--- src/hw/rtl/dtft_pkg.sv ---
// ----------------------------------------------------------------------------
// dtft_pkg: shared types and constants of the text field tokenizer
// Byte codes, byte classes, result status codes and the front-to-back token.
// ----------------------------------------------------------------------------
package dtft_pkg;

  localparam int unsigned OffsetBits = 32;
  localparam int unsigned RowBits    = 16;
  localparam int unsigned ColBits    = 10;

  localparam int unsigned ByteW      = 8;
  localparam int unsigned StatusW    = 2;
  localparam int unsigned FieldRowW  = 16;
  localparam int unsigned FieldColW  = 10;
  localparam int unsigned FieldOffW  = 32;

  localparam logic [ByteW-1:0] ChSp    = 8'd32;
  localparam logic [ByteW-1:0] ChTab   = 8'd9;
  localparam logic [ByteW-1:0] ChLf    = 8'd10;
  localparam logic [ByteW-1:0] ChCr    = 8'd13;
  localparam logic [ByteW-1:0] ChComma = 8'd44;
  localparam logic [ByteW-1:0] ChQuote = 8'd34;

  typedef enum logic [2:0] {
    ClsEot,
    ClsSp,
    ClsTab,
    ClsLf,
    ClsCr,
    ClsComma,
    ClsQuote,
    ClsOther
  } cls_e;

  typedef enum logic [StatusW-1:0] {
    StField     = 2'd0,
    StOpenQuote = 2'd1,
    StBadChar   = 2'd2
  } status_e;

  typedef struct packed {
    logic valid;
    cls_e cls;
  } tok_t;

endpackage

--- src/hw/rtl/dtft_if.sv ---
// ----------------------------------------------------------------------------
// dtft_if: channel interfaces of the text field tokenizer
// Byte input channel, field result channel and format register write channel.
// ----------------------------------------------------------------------------
interface dtft_in_if;
  logic                       valid;
  logic                       ready;
  logic [dtft_pkg::ByteW-1:0] data_byte;
  logic                       end_of_text;

  modport source (output valid, data_byte, end_of_text, input ready);
  modport sink   (input valid, data_byte, end_of_text, output ready);
endinterface

interface dtft_out_if;
  logic                           valid;
  logic                           ready;
  logic [dtft_pkg::StatusW-1:0]   status;
  logic [dtft_pkg::FieldRowW-1:0] row_index;
  logic [dtft_pkg::FieldColW-1:0] column_index;
  logic [dtft_pkg::FieldOffW-1:0] field_start;
  logic [dtft_pkg::FieldOffW-1:0] field_end;
  logic                           last_in_row;

  modport source (output valid, status, row_index, column_index, field_start, field_end,
                  last_in_row, input ready);
  modport sink   (input valid, status, row_index, column_index, field_start, field_end,
                  last_in_row, output ready);
endinterface

interface dtft_cfg_if;
  logic valid;
  logic ready;
  logic format_mode;

  modport source (output valid, format_mode, input ready);
  modport sink   (input valid, format_mode, output ready);
endinterface

--- src/hw/rtl/dtft_front.sv ---
// ----------------------------------------------------------------------------
// dtft_front: byte intake and classification
// Accepts bytes, reduces each to a byte class and queues it for the back end
// in a two-entry queue.
// ----------------------------------------------------------------------------
module dtft_front (
  input  logic           clk_i,
  input  logic           rst_ni,
  dtft_in_if.sink        in_i,
  input  logic           pop_i,
  output dtft_pkg::tok_t tok_o
);
  import dtft_pkg::*;

  cls_e       cls_in;
  cls_e       ent_q [2];
  logic       wr_q, wr_d;
  logic       rd_q, rd_d;
  logic [1:0] cnt_q, cnt_d;
  logic       push;

  always_comb begin
    if (in_i.end_of_text || in_i.data_byte == '0) begin
      cls_in = ClsEot;
    end else begin
      case (in_i.data_byte)
        ChSp:    cls_in = ClsSp;
        ChTab:   cls_in = ClsTab;
        ChLf:    cls_in = ClsLf;
        ChCr:    cls_in = ClsCr;
        ChComma: cls_in = ClsComma;
        ChQuote: cls_in = ClsQuote;
        default: cls_in = ClsOther;
      endcase
    end
  end

  assign in_i.ready = (cnt_q != 2'd2);
  assign push       = in_i.valid && in_i.ready;

  always_comb begin
    wr_d  = push  ? ~wr_q : wr_q;
    rd_d  = pop_i ? ~rd_q : rd_q;
    case ({push, pop_i})
      2'b10:   cnt_d = cnt_q + 2'd1;
      2'b01:   cnt_d = cnt_q - 2'd1;
      default: cnt_d = cnt_q;
    endcase
  end

  always_ff @(posedge clk_i or negedge rst_ni) begin
    if (!rst_ni) begin
      wr_q  <= 1'b0;
      rd_q  <= 1'b0;
      cnt_q <= 2'd0;
    end else begin
      wr_q  <= wr_d;
      rd_q  <= rd_d;
      cnt_q <= cnt_d;
    end
  end

  always_ff @(posedge clk_i) begin
    if (push) begin
      ent_q[wr_q] <= cls_in;
    end
  end

  assign tok_o.valid = (cnt_q != 2'd0);
  assign tok_o.cls   = ent_q[rd_q];

endmodule

--- src/hw/rtl/dtft_back.sv ---
// ----------------------------------------------------------------------------
// dtft_back: field parser
// Runs the per-byte parse state machine on queued byte classes, tracks
// offsets, row and column, and holds the result in an output register.
// ----------------------------------------------------------------------------
module dtft_back #(
  parameter int unsigned OffsetBits = dtft_pkg::OffsetBits,
  parameter int unsigned RowBits    = dtft_pkg::RowBits,
  parameter int unsigned ColBits    = dtft_pkg::ColBits
) (
  input  logic           clk_i,
  input  logic           rst_ni,
  input  logic           fmt_i,
  input  dtft_pkg::tok_t tok_i,
  output logic           pop_o,
  dtft_out_if.source     out_o
);
  import dtft_pkg::*;

  localparam int unsigned EndW = OffsetBits + 1;

  typedef enum logic [2:0] {
    PhRow,
    PhPre,
    PhBare,
    PhQuoted,
    PhAfterQ,
    PhError,
    PhTab
  } phase_e;

  phase_e                phase_q, phase_d, ph_x;
  logic [OffsetBits-1:0] pos_q, pos_d;
  logic [RowBits-1:0]    row_q, row_d;
  logic [ColBits-1:0]    col_q, col_d;
  logic [OffsetBits-1:0] cs_q, cs_d;
  logic [EndW-1:0]       ce_q, ce_d;
  logic [OffsetBits-1:0] is_q, is_d;
  logic [EndW-1:0]       ie_q, ie_d;
  logic [1:0]            qf_q, qf_d, qf_x;
  logic [1:0]            ns_q, ns_d, ns_x;
  logic                  lfs_q, lfs_d;

  logic                  out_vld_q, out_vld_d;
  status_e               out_st_q, out_st_d;
  logic [FieldRowW-1:0]  out_row_q, out_row_d;
  logic [FieldColW-1:0]  out_col_q, out_col_d;
  logic [FieldOffW-1:0]  out_s_q, out_s_d;
  logic [FieldOffW-1:0]  out_e_q, out_e_d;
  logic                  out_last_q, out_last_d;

  logic                  emit, em_last, skip, blank, brk, isq, eot;
  status_e               em_st;
  logic [EndW-1:0]       em_s, em_e, pe, p1, is_e, tab_s, tab_e;
  logic [RowBits+FieldRowW-1:0] row_w;
  logic [ColBits+FieldColW-1:0] col_w;
  logic [EndW+FieldOffW-1:0]    s_w, e_w;

  assign pop_o = tok_i.valid && (!out_vld_q || out_o.ready);

  assign pe    = {1'b0, pos_q};
  assign p1    = pe + {{(EndW-1){1'b0}}, 1'b1};
  assign is_e  = {1'b0, is_q};
  assign eot   = (tok_i.cls == ClsEot);
  assign blank = (tok_i.cls == ClsSp) || (tok_i.cls == ClsTab);
  assign brk   = (tok_i.cls == ClsLf) || (tok_i.cls == ClsCr);
  assign isq   = (tok_i.cls == ClsQuote);

  always_comb begin
    ph_x = phase_q;
    ns_x = ns_q;
    qf_x = qf_q;
    skip = 1'b0;
    if (!eot && phase_q == PhRow) begin
      if (lfs_q && tok_i.cls == ClsLf) begin
        skip = 1'b1;
      end else if (fmt_i) begin
        ph_x = PhTab;
        ns_x = 2'd0;
        qf_x = 2'd0;
      end else begin
        ph_x = PhPre;
      end
    end
  end

  always_comb begin
    if (ns_x == 2'd0) begin
      tab_s = pe;
      tab_e = pe;
    end else if (ns_x == 2'd2 && qf_x == 2'b11) begin
      tab_s = is_e;
      tab_e = (ie_q > is_e) ? ie_q : is_e;
    end else begin
      tab_s = {1'b0, cs_q};
      tab_e = ce_q;
    end
  end

  always_comb begin
    phase_d = phase_q;
    pos_d   = pos_q;
    row_d   = row_q;
    col_d   = col_q;
    cs_d    = cs_q;
    ce_d    = ce_q;
    is_d    = is_q;
    ie_d    = ie_q;
    qf_d    = qf_q;
    ns_d    = ns_q;
    lfs_d   = lfs_q;
    emit    = 1'b0;
    em_st   = StField;
    em_s    = '0;
    em_e    = '0;
    em_last = 1'b0;

    if (eot) begin
      case (phase_q)
        PhPre: begin
          emit = 1'b1; em_s = pe; em_e = pe; em_last = 1'b1;
        end
        PhBare, PhAfterQ: begin
          emit = 1'b1; em_s = {1'b0, cs_q}; em_e = ce_q; em_last = 1'b1;
        end
        PhQuoted: begin
          emit = 1'b1; em_st = StOpenQuote; em_s = pe; em_e = pe;
        end
        PhTab: begin
          emit = 1'b1; em_s = tab_s; em_e = tab_e; em_last = 1'b1;
        end
        default: ;
      endcase
    end else begin
      if (pos_q != '1) begin
        pos_d = pos_q + {{(OffsetBits-1){1'b0}}, 1'b1};
      end
      if (phase_q == PhRow) begin
        lfs_d = 1'b0;
      end
      phase_d = ph_x;
      ns_d    = ns_x;
      qf_d    = qf_x;
      if (!skip) begin
        case (ph_x)
          PhPre: begin
            if (blank) begin
            end else if (isq) begin
              phase_d = PhQuoted;
              ns_d    = 2'd0;
            end else if (tok_i.cls == ClsComma) begin
              emit = 1'b1; em_s = pe; em_e = pe;
            end else if (brk) begin
              emit = 1'b1; em_s = pe; em_e = pe; em_last = 1'b1;
              phase_d = PhRow;
              lfs_d   = (tok_i.cls == ClsCr);
            end else begin
              phase_d = PhBare;
              cs_d    = pos_q;
              ce_d    = p1;
            end
          end
          PhBare: begin
            if (tok_i.cls == ClsComma) begin
              emit = 1'b1; em_s = {1'b0, cs_q}; em_e = ce_q;
              phase_d = PhPre;
            end else if (brk) begin
              emit = 1'b1; em_s = {1'b0, cs_q}; em_e = ce_q; em_last = 1'b1;
              phase_d = PhRow;
              lfs_d   = (tok_i.cls == ClsCr);
            end else if (!blank) begin
              ce_d = p1;
            end
          end
          PhQuoted: begin
            if (isq) begin
              if (ns_x == 2'd0) begin
                cs_d = pos_q;
                ce_d = pe;
              end
              phase_d = PhAfterQ;
            end else if (!blank) begin
              if (ns_x == 2'd0) begin
                cs_d = pos_q;
                ns_d = 2'd1;
              end
              ce_d = p1;
            end
          end
          PhAfterQ: begin
            if (blank) begin
            end else if (tok_i.cls == ClsComma) begin
              emit = 1'b1; em_s = {1'b0, cs_q}; em_e = ce_q;
              phase_d = PhPre;
            end else if (brk) begin
              emit = 1'b1; em_s = {1'b0, cs_q}; em_e = ce_q; em_last = 1'b1;
              phase_d = PhRow;
              lfs_d   = (tok_i.cls == ClsCr);
            end else begin
              emit = 1'b1; em_st = StBadChar; em_s = pe; em_e = pe;
              phase_d = PhError;
            end
          end
          PhTab: begin
            if (tok_i.cls == ClsTab) begin
              emit = 1'b1; em_s = tab_s; em_e = tab_e;
              ns_d = 2'd0;
              qf_d = 2'd0;
            end else if (brk) begin
              emit = 1'b1; em_s = tab_s; em_e = tab_e; em_last = 1'b1;
              ns_d    = 2'd0;
              qf_d    = 2'd0;
              phase_d = PhRow;
              lfs_d   = (tok_i.cls == ClsCr);
            end else if (tok_i.cls != ClsSp) begin
              if (ns_x == 2'd0) begin
                cs_d = pos_q;
                qf_d = {isq, isq};
              end else begin
                if (ns_x == 2'd1) begin
                  is_d = pos_q;
                end
                ie_d = ce_q;
                qf_d = {isq, qf_x[0]};
              end
              ce_d = p1;
              if (ns_x != 2'd2) begin
                ns_d = ns_x + 2'd1;
              end
            end
          end
          default: ;
        endcase
      end
    end

    // advance row and column past a reported field
    if (emit && em_st == StField) begin
      if (em_last) begin
        if (row_q != '1) begin
          row_d = row_q + {{(RowBits-1){1'b0}}, 1'b1};
        end
        col_d = '0;
      end else if (col_q != '1) begin
        col_d = col_q + {{(ColBits-1){1'b0}}, 1'b1};
      end
    end

    if (eot) begin
      phase_d = PhRow;
      pos_d   = '0;
      row_d   = '0;
      col_d   = '0;
      cs_d    = '0;
      ce_d    = '0;
      is_d    = '0;
      ie_d    = '0;
      qf_d    = '0;
      ns_d    = '0;
      lfs_d   = 1'b0;
    end
  end

  assign row_w = {{FieldRowW{1'b0}}, row_q};
  assign col_w = {{FieldColW{1'b0}}, col_q};
  assign s_w   = {{FieldOffW{1'b0}}, em_s};
  assign e_w   = {{FieldOffW{1'b0}}, em_e};

  always_comb begin
    out_vld_d  = out_vld_q;
    out_st_d   = out_st_q;
    out_row_d  = out_row_q;
    out_col_d  = out_col_q;
    out_s_d    = out_s_q;
    out_e_d    = out_e_q;
    out_last_d = out_last_q;
    if (pop_o) begin
      out_vld_d = emit;
      if (emit) begin
        out_st_d   = em_st;
        out_row_d  = row_w[FieldRowW-1:0];
        out_col_d  = col_w[FieldColW-1:0];
        out_s_d    = s_w[FieldOffW-1:0];
        out_e_d    = e_w[FieldOffW-1:0];
        out_last_d = em_last;
      end
    end else if (out_o.ready) begin
      out_vld_d = 1'b0;
    end
  end

  always_ff @(posedge clk_i or negedge rst_ni) begin
    if (!rst_ni) begin
      phase_q    <= PhRow;
      pos_q      <= '0;
      row_q      <= '0;
      col_q      <= '0;
      cs_q       <= '0;
      ce_q       <= '0;
      is_q       <= '0;
      ie_q       <= '0;
      qf_q       <= '0;
      ns_q       <= '0;
      lfs_q      <= 1'b0;
      out_vld_q  <= 1'b0;
      out_st_q   <= StField;
      out_row_q  <= '0;
      out_col_q  <= '0;
      out_s_q    <= '0;
      out_e_q    <= '0;
      out_last_q <= 1'b0;
    end else begin
      if (pop_o) begin
        phase_q <= phase_d;
        pos_q   <= pos_d;
        row_q   <= row_d;
        col_q   <= col_d;
        cs_q    <= cs_d;
        ce_q    <= ce_d;
        is_q    <= is_d;
        ie_q    <= ie_d;
        qf_q    <= qf_d;
        ns_q    <= ns_d;
        lfs_q   <= lfs_d;
      end
      out_vld_q  <= out_vld_d;
      out_st_q   <= out_st_d;
      out_row_q  <= out_row_d;
      out_col_q  <= out_col_d;
      out_s_q    <= out_s_d;
      out_e_q    <= out_e_d;
      out_last_q <= out_last_d;
    end
  end

  assign out_o.valid        = out_vld_q;
  assign out_o.status       = out_st_q;
  assign out_o.row_index    = out_row_q;
  assign out_o.column_index = out_col_q;
  assign out_o.field_start  = out_s_q;
  assign out_o.field_end    = out_e_q;
  assign out_o.last_in_row  = out_last_q;

endmodule

--- src/hw/rtl/delimited_text_field_tokenizer.sv ---
// ----------------------------------------------------------------------------
// delimited_text_field_tokenizer: CSV and tab-delimited field tokenizer
// Takes text one byte per item and reports each field's row, column and
// content span, with quote errors, through a queued front and parse back end.
// ----------------------------------------------------------------------------
// Path: each accepted byte is queued, then parsed into the registered result.
// Throughput: one byte per cycle while no held output result stalls the parser.
// Queue: two byte classes between intake and parser absorb output stalls.
// Reset: row start, all offsets and counters zero, comma mode selected.
// ----------------------------------------------------------------------------
module delimited_text_field_tokenizer #(
  parameter int unsigned OFFSET_BITS = dtft_pkg::OffsetBits,
  parameter int unsigned ROW_BITS    = dtft_pkg::RowBits,
  parameter int unsigned COL_BITS    = dtft_pkg::ColBits
) (
  input  logic       clk_i,
  input  logic       rst_ni,
  dtft_in_if.sink    in_i,
  dtft_out_if.source out_o,
  dtft_cfg_if.sink   cfg_i
);
  import dtft_pkg::*;

  logic fmt_q;
  logic pop;
  tok_t tok;

  assign cfg_i.ready = 1'b1;

  always_ff @(posedge clk_i or negedge rst_ni) begin
    if (!rst_ni) begin
      fmt_q <= 1'b0;
    end else if (cfg_i.valid && cfg_i.ready) begin
      fmt_q <= cfg_i.format_mode;
    end
  end

  dtft_front u_front (
    .clk_i  (clk_i),
    .rst_ni (rst_ni),
    .in_i   (in_i),
    .pop_i  (pop),
    .tok_o  (tok)
  );

  dtft_back #(
    .OffsetBits (OFFSET_BITS),
    .RowBits    (ROW_BITS),
    .ColBits    (COL_BITS)
  ) u_back (
    .clk_i  (clk_i),
    .rst_ni (rst_ni),
    .fmt_i  (fmt_q),
    .tok_i  (tok),
    .pop_o  (pop),
    .out_o  (out_o)
  );

`ifndef ASSERT_OFF
  assert property (@(posedge clk_i) disable iff (!rst_ni)
    out_o.valid && out_o.status != StField |->
      !out_o.last_in_row && out_o.field_start == out_o.field_end)
    else $error("error result carries a field span or row end");

  assert property (@(posedge clk_i) disable iff (!rst_ni)
    !in_i.ready |-> tok.valid)
    else $error("intake stalled with an empty queue");

  assert property (@(posedge clk_i) disable iff (!rst_ni)
    $rose(out_o.valid) |-> $past(pop))
    else $error("result appeared without a parsed item");
`endif

endmodule

--- src/flat_wrapper.sv ---
// flat-port wrapper written by rule: the top's interface ports become plain ports
module delimited_text_field_tokenizer_flat import dtft_pkg::*;
#(
  parameter int unsigned OFFSET_BITS = dtft_pkg::OffsetBits,
  parameter int unsigned ROW_BITS    = dtft_pkg::RowBits,
  parameter int unsigned COL_BITS    = dtft_pkg::ColBits
)
  (clk_i, rst_ni, in_i_valid, in_i_data_byte, in_i_end_of_text, in_i_ready, out_o_valid, out_o_status, out_o_row_index, out_o_column_index, out_o_field_start, out_o_field_end, out_o_last_in_row, out_o_ready, cfg_i_valid, cfg_i_format_mode, cfg_i_ready);
  dtft_in_if in_i_i ();
  dtft_out_if out_o_i ();
  dtft_cfg_if cfg_i_i ();
  input  logic clk_i;
  input  logic rst_ni;
  input wire logic [$bits(in_i_i.valid)-1:0] in_i_valid;
  input wire logic [$bits(in_i_i.data_byte)-1:0] in_i_data_byte;
  input wire logic [$bits(in_i_i.end_of_text)-1:0] in_i_end_of_text;
  output wire logic [$bits(in_i_i.ready)-1:0] in_i_ready;
  output wire logic [$bits(out_o_i.valid)-1:0] out_o_valid;
  output wire logic [$bits(out_o_i.status)-1:0] out_o_status;
  output wire logic [$bits(out_o_i.row_index)-1:0] out_o_row_index;
  output wire logic [$bits(out_o_i.column_index)-1:0] out_o_column_index;
  output wire logic [$bits(out_o_i.field_start)-1:0] out_o_field_start;
  output wire logic [$bits(out_o_i.field_end)-1:0] out_o_field_end;
  output wire logic [$bits(out_o_i.last_in_row)-1:0] out_o_last_in_row;
  input wire logic [$bits(out_o_i.ready)-1:0] out_o_ready;
  input wire logic [$bits(cfg_i_i.valid)-1:0] cfg_i_valid;
  input wire logic [$bits(cfg_i_i.format_mode)-1:0] cfg_i_format_mode;
  output wire logic [$bits(cfg_i_i.ready)-1:0] cfg_i_ready;
  assign in_i_i.valid = in_i_valid;
  assign in_i_i.data_byte = in_i_data_byte;
  assign in_i_i.end_of_text = in_i_end_of_text;
  assign in_i_ready = in_i_i.ready;
  assign out_o_valid = out_o_i.valid;
  assign out_o_status = out_o_i.status;
  assign out_o_row_index = out_o_i.row_index;
  assign out_o_column_index = out_o_i.column_index;
  assign out_o_field_start = out_o_i.field_start;
  assign out_o_field_end = out_o_i.field_end;
  assign out_o_last_in_row = out_o_i.last_in_row;
  assign out_o_i.ready = out_o_ready;
  assign cfg_i_i.valid = cfg_i_valid;
  assign cfg_i_i.format_mode = cfg_i_format_mode;
  assign cfg_i_ready = cfg_i_i.ready;
  delimited_text_field_tokenizer #(.OFFSET_BITS(OFFSET_BITS), .ROW_BITS(ROW_BITS), .COL_BITS(COL_BITS)) u_core (.clk_i(clk_i), .rst_ni(rst_ni), .in_i(in_i_i), .out_o(out_o_i), .cfg_i(cfg_i_i));
endmodule
--- config.mk ---
export PLATFORM = sky130hd
export DESIGN_NAME = delimited_text_field_tokenizer_flat
export DESIGN_NICKNAME = d
export VERILOG_FILES = /design/src/hw/rtl/dtft_pkg.sv /design/src/hw/rtl/dtft_if.sv /design/src/hw/rtl/dtft_front.sv /design/src/hw/rtl/dtft_back.sv /design/src/hw/rtl/delimited_text_field_tokenizer.sv /design/src/flat_wrapper.sv
export SDC_FILE = /design/constraint.sdc
export NUM_CORES = 1
export LEC_CHECK = 0
export BUFFER_PORTS_ARGS = -buffer_cell sky130_fd_sc_hd__buf_2
export CAP_MARGIN = 20
export CORE_ASPECT_RATIO = 1.2
export CORE_MARGIN = 5
export CORE_UTILIZATION = 28
export CTS_BUF_LIST = sky130_fd_sc_hd__clkbuf_4 sky130_fd_sc_hd__clkbuf_8 sky130_fd_sc_hd__clkbuf_16
export CTS_CLUSTER_SIZE = 10
export DETAILED_ROUTE_END_ITERATION = 10
export GPL_TIMING_DRIVEN = 0
export PLACE_DENSITY_LB_ADDON = 0.25
export SKIP_CTS_REPAIR_TIMING = 1
export SLEW_MARGIN = 0
export SYNTH_ARGS = -nofsm -noshare
export SYNTH_HDL_FRONTEND = slang
export SYNTH_SLANG_ARGS = --single-unit
--- constraint.sdc ---
create_clock -name clk_i -period 3 [get_ports clk_i]
set_input_delay 0.45 -clock clk_i [delete_from_list [all_inputs] [get_ports clk_i]]
set_output_delay 0.45 -clock clk_i [all_outputs]
set_load 0.02 [all_outputs]
==> impl_metrics.tcl, run 1 <==
set metrics [dict create \
    status "complete, but fails checks" \
    violations "setup timing" \
    cts.path.max_buffers 3 \
    hold_viol_final 0 \
    critPathRequiredTime_ns 3.44 \
    drive_above_1_share 0.2361 \
    row_count 107 \
    fin_crit_ns 3.075 \
    syn_avg_cell_area_sq_um 8.246 \
    ctsHtreeMaxLevel 2 \
    root_buffer "clkbuf_16" \
    die_w_um 254.2 \
    seq_area_frac_synth 0.3776 \
    grt_max_degree 115 \
    first_iter_violations 2007 \
    fin_crit_sh 1.025 \
    hold_class "in -> reg" \
    maxCapViolCount 0 \
    endpoint_kind "flop" \
    synthFlopType "dfrtp_1" \
    peakVddDrop_mv 0.5408 \
    yosysTopAreaCellShare 0.3686 \
    crit_path_cell_trace "buf_6, mux2i_4, buf_6, o221ai_4, nand3_4, nand2_4, ha_4, buf_6, a211o_4, buf_8, a22o_1, a221oi_4, o41ai_2" \
    ant_nets 0 \
    worst_pin_slew_ns 1.059 \
    grt_overflow 0 \
    antenna_found_initial 0 \
    postLayoutCoreUtil 0.3548 \
    area_growth_pct 25.70 \
    syn-cell-area_sq_mm 0.02003 \
    synth_nets 2484 \
    fin_nets 2700 \
    yosysWarnings 0 \
    report.final.setup_viol 63 \
    place_congestion 0.9587 \
    start_kind "flop" \
    boundaryPins 111 \
    path_delay_family "compound AO/OA/AOI/OAI gates" \
    finalWirelength_mm 86.51 \
    clock_sinks 301 \
    vias_per_cell 5.914 \
    critical_path.most_common_cell "buf_6" \
    grt_pass1_vias 20686 \
    core_area_sq_mm 0.07096 \
    met1_usage 0.2648 \
    die_h_um 303.0 \
    ys_async_sr_fraction 0.9801 \
    cts-buffers-inserted 38 \
    setup_slack_ns -0.07450 \
    dieArea_sq_mm 0.07701 \
    first_pass_iters 6 \
    cp_max_fo 10 \
    floorplan.initialDensity 0.2823 \
    grt_util_met3 0.03215 \
    worst-path-buf-inv 4 \
    grt.busiest_layer "met2" \
    insertion_delay_ns 0.58 \
    rsz0062_at_grt "true" \
    synth_edf_count 6 \
    place_hpwl_mm 64.19 \
    cpMaxStageDelayCell "a211o_4" \
    cts_tree "built" \
    track_usage 0.2115 \
    wire_per_inst_um 24.12 \
    portBuffers 109 \
    clock_skew_ns 0.02842 \
    ys_seq_elements 301 \
    fmax_mhz 325.3 \
    p_leak_nw 10.41 \
    grtUsageMet2 0.3453 \
    synthCells 2429 \
    worstPathArrival_ns 3.51 \
    drc 0 \
    cts.clk_slew.worst_paths_ns 0.06 \
    grt_pass1_wl_mm 126.7 \
    yosys-top-cells-area "dfrtp_1, nand2_1, o21ai_0" \
    slew_headroom 0.2941 \
    yosysTopAreaCell "dfrtp_1" \
    total_power_mw 24.64 \
    power.density_mw_per_mm2 978.9 \
    maxSlewViolCount 0 \
    cpPeakStageDelay_ns 0.44 \
    critPathKind "reg -> reg" \
    vias 21212 \
    yosysUniqueCellTypes 88 \
]
placed cells by master, fill, tap and decap left out, types with 43 or more instances in the layout:
master     count
clkbuf_1      90
o31ai_1       53
clkbuf_16     43
o22ai_1       46
a22o_1        62
mux2_2        63
a221oi_1      44
nand2_1      385
buf_4         62
o21ai_0      178
dfrtp_1      275
nor2_1       203
clkbuf_2      44
a21oi_1      126
nand3_1       62
buf_2        127
inv_1         57
a22oi_1       52
report_power, final:
part           switching (mW)  leakage, nW  internal, mW
combinational            9.39         5.79          4.84
clock                    1.89        0.567          2.59
sequential               1.05         4.05          4.88
total                    12.3         10.4          12.3
cell usage after synthesis (38+ instances only):
library cell and n:
inv_1 59, a221oi_1 59, mux2_2 63, o31ai_1 57, clkbuf_1 174, ha_1 40
a22oi_1 67, a22o_1 63, dfrtp_1 295, nor2_1 209, o21ai_0 218, a21oi_1 130
o22ai_1 48, and2_1 38, nand2_1 400, nand3_1 68
path summary, 6_finish.rpt:
path | from | to | slack [ns] | cells past startpoint
max in group asynchronous | rst_ni | u_core.u_back.is_q[26]$_DFFE_PN0P_ | 1.44 | 3
max | u_core.u_front.rd_q$_DFFE_PN0P_ | u_core.u_back.out_o.field_end[12]$_DFFE_PN0P_ | -0.07 | 13
min reg2reg | u_core.u_back.out_o.row_index[5]$_DFFE_PN0P_ | u_core.u_back.out_o.row_index[5]$_DFFE_PN0P_ | 0.46 | 2
min | cfg_i_format_mode | u_core.fmt_q$_DFFE_PN0P_ | 0.11 | 2
min in group asynchronous | rst_ni | u_core.u_back.out_o.field_start[8]$_DFFE_PN0P_ | 0.47 | 2
max reg2reg | u_core.u_front.rd_q$_DFFE_PN0P_ | u_core.u_back.out_o.field_end[12]$_DFFE_PN0P_ | -0.07 | 13
state kept, by name, indices dropped and copies added (netlist names), 2 cells and up:
register / flops
u_core.u_back.col_q: 10
u_core.u_back.pos_q: 32
u_core.u_front.cnt_q: 2
u_core.u_back.out_o.field_end: 32
u_core.u_back.cs_q: 32
u_core.u_back.phase_q: 3
u_core.u_front.ent_q: 6
u_core.u_back.ie_q: 33
u_core.u_back.qf_q: 2
u_core.u_back.ns_q: 2
u_core.u_back.out_o.row_index: 16
u_core.u_back.ce_q: 33
u_core.u_back.out_o.status: 2
u_core.u_back.out_o.column_index: 10
u_core.u_back.is_q: 32
u_core.u_back.row_q: 16
u_core.u_back.out_o.field_start: 32
through the flow:
step | cell area (sq um) | TNS, ns | setup slack, ns | std cells | hold WS [ns]
after CTS | 22950 | -253.97 | -1.392 | 3522 | -0.1120
after global routing | 25170 | -8.308 | -0.1506 | 3586 | 0.09993
after floorplan | 20030 | 0 | 0.08176 | 2429 | 0.1544
after detailed placement | 21800 | -245.20 | -1.355 | 3467 | 0.4541
final | 25180 | -0.9140 | -0.07450 | 3587 | 0.1102
after global placement | 21730 | -1576.32 | -4.580 | 3464 | 0.4441
per-layer routing:
metal / wire, um / vias to the layer above
met3: 5974 / 265
li1: - / 9406
met5: 0 / -
met1: 33970 / 10529
met4: 6202 / 0
met2: 40360 / 1012
worst reg2reg max path, cell delays in order, from the launching register on:
cell      delay [ns]
dfrtp_1         0.41
buf_6           0.17
mux2i_4         0.25
buf_6           0.12
o221ai_4        0.13
nand3_4         0.17
nand2_4         0.09
ha_4            0.18
buf_6           0.15
a211o_4         0.44
buf_8           0.18
a22o_1          0.21
a221oi_4        0.30
o41ai_2         0.12
logic make-up after synthesis:
logic type               count (synthesis)  synth area share
adder cells (fa/ha/maj)                 40           0.02499
buffers and inverters                  290           0.06022
multiplexers                            80           0.04591
flip-flops                             301            0.3776
other                                    1         0.0001872
AND/OR/NAND/NOR                        867            0.1923
XOR/XNOR                                27           0.01181
AO/OA/AOI/OAI                          823            0.2870
area by class of cell:
class / instances / area [sq um]
multi-input combinational: 1838 / 12280
buffer: 216 / 1375
clock buffer: 47 / 1031
inverter: 60 / 225.2
sequential: 301 / 7587
timing repair buffer: 190 / 1410
clock inverter: 8 / 111.4
fill: 7387 / 45780
tap: 926 / 1159
antenna: 1 / 2.502
(Power assumes the default switching activity.)
==> inputs of run 2 (changes only) <==
SETUP_SLACK_MARGIN = 0.2   (was default)
==> impl_metrics.tcl, run 2 (synthesized netlist as in run 1, its figures left out) <==
set metrics [dict create \
    status "complete, but fails checks" \
    violations "setup timing" \
    maxCapViolCount 0 \
    p_leak_nw 10.98 \
    core_area_sq_mm 0.07096 \
    start_kind "flop" \
    first_iter_violations 2165 \
    post-route-cell-area_sq_mm 0.02641 \
    cts.clk_slew.worst_paths_ns 0.06 \
    final_common_cell "nand2_1" \
    wire_per_inst_um 24.29 \
    fin_nets 2733 \
    critPathKind "reg -> reg" \
    root_buffer "clkbuf_16" \
    final_cells 3624 \
    grt_util_met3 0.03052 \
    setup_slack_ns -0.1102 \
    clock_skew_ns 0.02772 \
    row_count 107 \
    crit_path_cell_trace "and3_4, o221ai_4, nand3_4, nand2_4, inv_2, ha_4, nand3_2, o21bai_4, buf_6, buf_12, clkbuf_16, nand2_1, a221oi_2, o31ai_1, a21oi_1" \
    area_growth_pct 31.85 \
    die_w_um 254.2 \
    antenna_found_initial 1 \
    insertion_delay_ns 0.59 \
    ant_nets 0 \
    place_hpwl_mm 64.10 \
    first_pass_iters 5 \
    crit_path_end "u_core.u_back.out_o.field_start[5]$_DFFE_PN0P_" \
    final_cell_mix "nand2_1, dfrtp_1, nor2_1" \
    drc 0 \
    rsz0062_at_grt "true" \
    grtUsageMet2 0.3476 \
    grt_pass1_vias 20575 \
    vias 21329 \
    ctsHtreeMaxLevel 2 \
    cpMaxStageDelayCell "edfxtp_1" \
    boundaryPins 111 \
    grt_overflow 0 \
    regArea_sq_mm 0.007582 \
    critPathRequiredTime_ns 3.49 \
    worst-r2r-setup-slack_ns -0.11 \
    antennaDiodeCount 0 \
    reg2reg_depth 15 \
    maxSlewViolCount 0 \
    cp_max_fo 6 \
    vias_per_cell 5.885 \
    nFillCells 7243 \
    drive_above_1_share 0.2839 \
    power.density_mw_per_mm2 994.2 \
    track_usage 0.2115 \
    dieArea_sq_mm 0.07701 \
    floorplan.initialDensity 0.2823 \
    grt_max_degree 109 \
    fmax_mhz 321.5 \
    worstPathArrival_ns 3.60 \
    startpoint "u_core.u_front.ent_q[0][1]$_DFFE_PP_" \
    report.final.setup_viol 42 \
    fin_crit_sh 1.037 \
    cts.path.max_buffers 3 \
    hold_viol_final 0 \
    dpl_cell_area_sq_mm 0.02186 \
    met1_usage 0.2674 \
    dp.cells 3469 \
    rr_endpoint "u_core.u_back.out_o.field_start[5]$_DFFE_PN0P_" \
    multi_input_area_sq_mm 0.01295 \
    cts-buffers-inserted 39 \
    worst_pin_slew_ns 0.9581 \
    grt.busiest_layer "met2" \
    whs_ns 0.1133 \
    slew_headroom 0.3613 \
    r2r_start "u_core.u_front.ent_q[0][1]$_DFFE_PP_" \
    grt_pass1_wl_mm 126.8 \
    endpoint_kind "flop" \
    clock_sinks 301 \
    fin_crit_ns 3.110 \
    peakVddDrop_mv 0.4696 \
    die_h_um 303.0 \
    reg_top3 "u_core.u_back.ce_q (33), u_core.u_back.ie_q (33)" \
    portBuffers 109 \
    place_congestion 0.9779 \
    final.setup.tns_ns -1.333 \
    finalWirelength_mm 88.04 \
    hold_class "in -> reg" \
    cpPeakStageDelay_ns 0.53 \
    cts_tree "built" \
]
-- run 2: critical path: cells and delay by family (launching register included) --
family | cells | cell delay [ns]
AOI/OAI and AO/OA | 5 | 1.12
adders and majority gates | 1 | 0.17
buffers and inverters | 4 | 0.50
DFF | 1 | 0.53
and+or+nand+nor | 5 | 0.70
-- run 2: how the worst min path moves through the flow --
stage	startpoint	to	slack (ns)	cells past startpoint
floorplan	rst_ni	u_core.fmt_q$_DFFE_PN0P_	0.15	0
global placement	u_core.u_back.out_o.column_index[9]$_DFFE_PN0P_	u_core.u_back.out_o.column_index[9]$_DFFE_PN0P_	0.44	2
detailed placement	rst_ni	u_core.u_back.out_o.field_start[5]$_DFFE_PN0P_	0.29	1
CTS	rst_ni	u_core.u_back.phase_q[2]$_DFFE_PN0P_	-0.34	1
global route	cfg_i_format_mode	u_core.fmt_q$_DFFE_PN0P_	0.11	2
finish	cfg_i_format_mode	u_core.fmt_q$_DFFE_PN0P_	0.11	2
-- run 2: layout make-up --
cell class	count	share of cell area
inverter	60	0.008623
multi-input combinational	1838	0.4903
clock buffer	51	0.04155
tap	926	0.04387
sequential	301	0.2871
timing repair buffer	208	0.06358
buffer	230	0.06155
clock inverter	10	0.003411
-- run 2: report_power, final --
group,switching [mW],internal (mW)
Sequential,1.03,4.88
Clock,1.94,2.57
Combinational,10.1,5.72
-- run 2: routing by layer --
| layer | part of all wire | routed length, um |
|---|---|---|
| met2 | 0.47 | 41430 |
| met3 | 0.063 | 5537 |
| met5 | 0 | 0 |
| met1 | 0.40 | 35120 |
| met4 | 0.068 | 5949 |
-- run 2: per-stage QoR --
step / setup slack (ns) / power (mW) / utilization
2_1_floorplan: 0.2107 / 12.94 / -
3_3_place_gp: -4.567 / 17.24 / 0.3067
3_5_place_dp: -1.141 / 17.41 / 0.3081
4_1_cts: -1.181 / 22.01 / 0.3248
5_1_grt: -0.1501 / 27.46 / 0.3722
6_report: -0.1102 / 26.26 / 0.3722
==> inputs of run 3 (changes only) <==
PLACE_DENSITY = 0.55   (was default)
PLACE_DENSITY_LB_ADDON = default   (was 0.25)
==> impl_metrics.tcl, run 3 (synthesized netlist as in run 1, its figures left out) <==
set metrics [dict create \
    fin_crit_ns 3.042 \
    hold_class "in -> reg" \
    report.final.setup_viol 36 \
    first_iter_violations 1990 \
    total_power_mw 24.71 \
    clock_skew_ns 0.02554 \
    grt_util_met3 0.03335 \
    worst_pin_slew_ns 0.9201 \
    first_pass_iters 5 \
    grt_pass1_vias 19673 \
    cts.path.max_buffers 3 \
    clock_sinks 301 \
    endpoint_kind "flop" \
    root_buffer "clkbuf_16" \
    critPathKind "reg -> reg" \
    boundaryPins 111 \
    post-route-cell-area_sq_mm 0.02541 \
    cts-buffers-inserted 37 \
    floorplan.initialDensity 0.2823 \
    reg_top3 "u_core.u_back.ce_q (33), u_core.u_back.ie_q (33)" \
    startpoint "u_core.u_front.rd_q$_DFFE_PN0P_" \
    insertion_delay_ns 0.57 \
    grt_max_degree 94 \
    start_kind "flop" \
    die_w_um 254.2 \
    regArea_sq_mm 0.007577 \
    status "complete, but fails checks" \
    r2r_start "u_core.u_front.rd_q$_DFFE_PN0P_" \
    cts.clk_slew.worst_paths_ns 0.06 \
    rsz0062_at_grt "true" \
    met1_usage 0.2588 \
    final_common_cell "nand2_1" \
    peakVddDrop_mv 0.5167 \
    critPathRequiredTime_ns 3.44 \
    maxSlewViolCount 0 \
    antenna_found_initial 0 \
    grt_overflow 0 \
    fin_crit_sh 1.014 \
    rr_endpoint "u_core.u_back.cs_q[15]$_DFFE_PN0P_" \
    worst-r2r-setup-slack_ns -0.04 \
    wire_per_inst_um 23.75 \
    track_usage 0.2055 \
    fin_nets 2702 \
    vias 21005 \
    nFillCells 7327 \
    p_leak_nw 10.56 \
    cts_tree "built" \
    multi_input_area_sq_mm 0.01243 \
    slew_headroom 0.3866 \
    power.density_mw_per_mm2 972.5 \
    place_congestion 0.9872 \
    finalWirelength_mm 85.23 \
    worstPathArrival_ns 3.48 \
    violations "setup timing" \
    dpl_cell_area_sq_mm 0.02186 \
    drc 0 \
    crit_path_end "u_core.u_back.cs_q[15]$_DFFE_PN0P_" \
    maxCapViolCount 0 \
    row_count 107 \
    grt.busiest_layer "met2" \
    dp.cells 3468 \
    hold_viol_final 0 \
    whs_ns 0.1303 \
    grt_pass1_wl_mm 123.4 \
    cp_max_fo 7 \
    drive_above_1_share 0.2401 \
    final_cells 3588 \
    area_growth_pct 26.86 \
    place_hpwl_mm 61.26 \
    ctsHtreeMaxLevel 2 \
    portBuffers 109 \
    ant_nets 0 \
    reg2reg_depth 15 \
    vias_per_cell 5.854 \
    dieArea_sq_mm 0.07701 \
    fmax_mhz 328.7 \
    die_h_um 303.0 \
    final_cell_mix "nand2_1, dfrtp_1, nor2_1" \
    setup_slack_ns -0.04202 \
    grtUsageMet2 0.3351 \
    core_area_sq_mm 0.07096 \
]
run 3: per-stage QoR:
stage                     worst slack, ns  TNS [ns]    util
after floorplan                    0.2107         0       -
after global placement             -4.698  -1580.95  0.3067
after detailed placement           -1.274   -211.83  0.3080
after CTS                          -1.281   -216.90  0.3232
after global routing              -0.1221    -6.865  0.3581
final                            -0.04202   -0.7746  0.3581
run 3: final cells by class:
type,instances,share of cell area
plain buffers,230,0.06155
flip-flops and latches,301,0.2982
well taps,926,0.04560
diodes,1,0.00009848
clock inverters,5,0.002019
multi-input cells,1838,0.4891
repair buffers,179,0.05407
clock buffers,48,0.04043
inverters,60,0.008962
run 3: routing by layer:
metal	part of all wire	vias to the layer above
li1	-	9427
met1	0.39	10311
met2	0.47	1007
met3	0.072	260
met4	0.068	0
met5	0	-
run 3: how the worst min path moves through the flow:
stage / cells past startpoint / slack, ns / to / from
6_report: 2 / 0.13 / u_core.fmt_q$_DFFE_PN0P_ / cfg_i_format_mode
5_1_grt: 2 / 0.13 / u_core.fmt_q$_DFFE_PN0P_ / cfg_i_format_mode
4_1_cts: 1 / -0.22 / u_core.u_back.out_o.column_index[3]$_DFFE_PN0P_ / rst_ni
3_5_place_dp: 1 / 0.39 / u_core.fmt_q$_DFFE_PN0P_ / rst_ni
3_3_place_gp: 2 / 0.45 / u_core.u_back.out_o.row_index[5]$_DFFE_PN0P_ / u_core.u_back.out_o.row_index[5]$_DFFE_PN0P_
2_1_floorplan: 0 / 0.15 / u_core.fmt_q$_DFFE_PN0P_ / rst_ni
run 3: power breakdown:
part           internal (mW)  leakage, nW  switching [mW]
Sequential              4.87         4.06            1.00
Combinational           5.04         5.96            9.56
Clock                   2.39        0.540            1.84
run 3: worst max-delay path, cell delays in order (launching register included):
cell	delay [ns]
dfrtp_1	0.40
buf_6	0.16
mux2i_4	0.26
buf_6	0.13
o221ai_4	0.13
nand3_4	0.16
nand2_4	0.09
ha_4	0.19
and2_1	0.16
buf_6	0.14
nand2_4	0.08
o21ai_2	0.07
o211ai_1	0.11
a21o_4	0.30
clkbuf_16	0.22
mux2_2	0.33
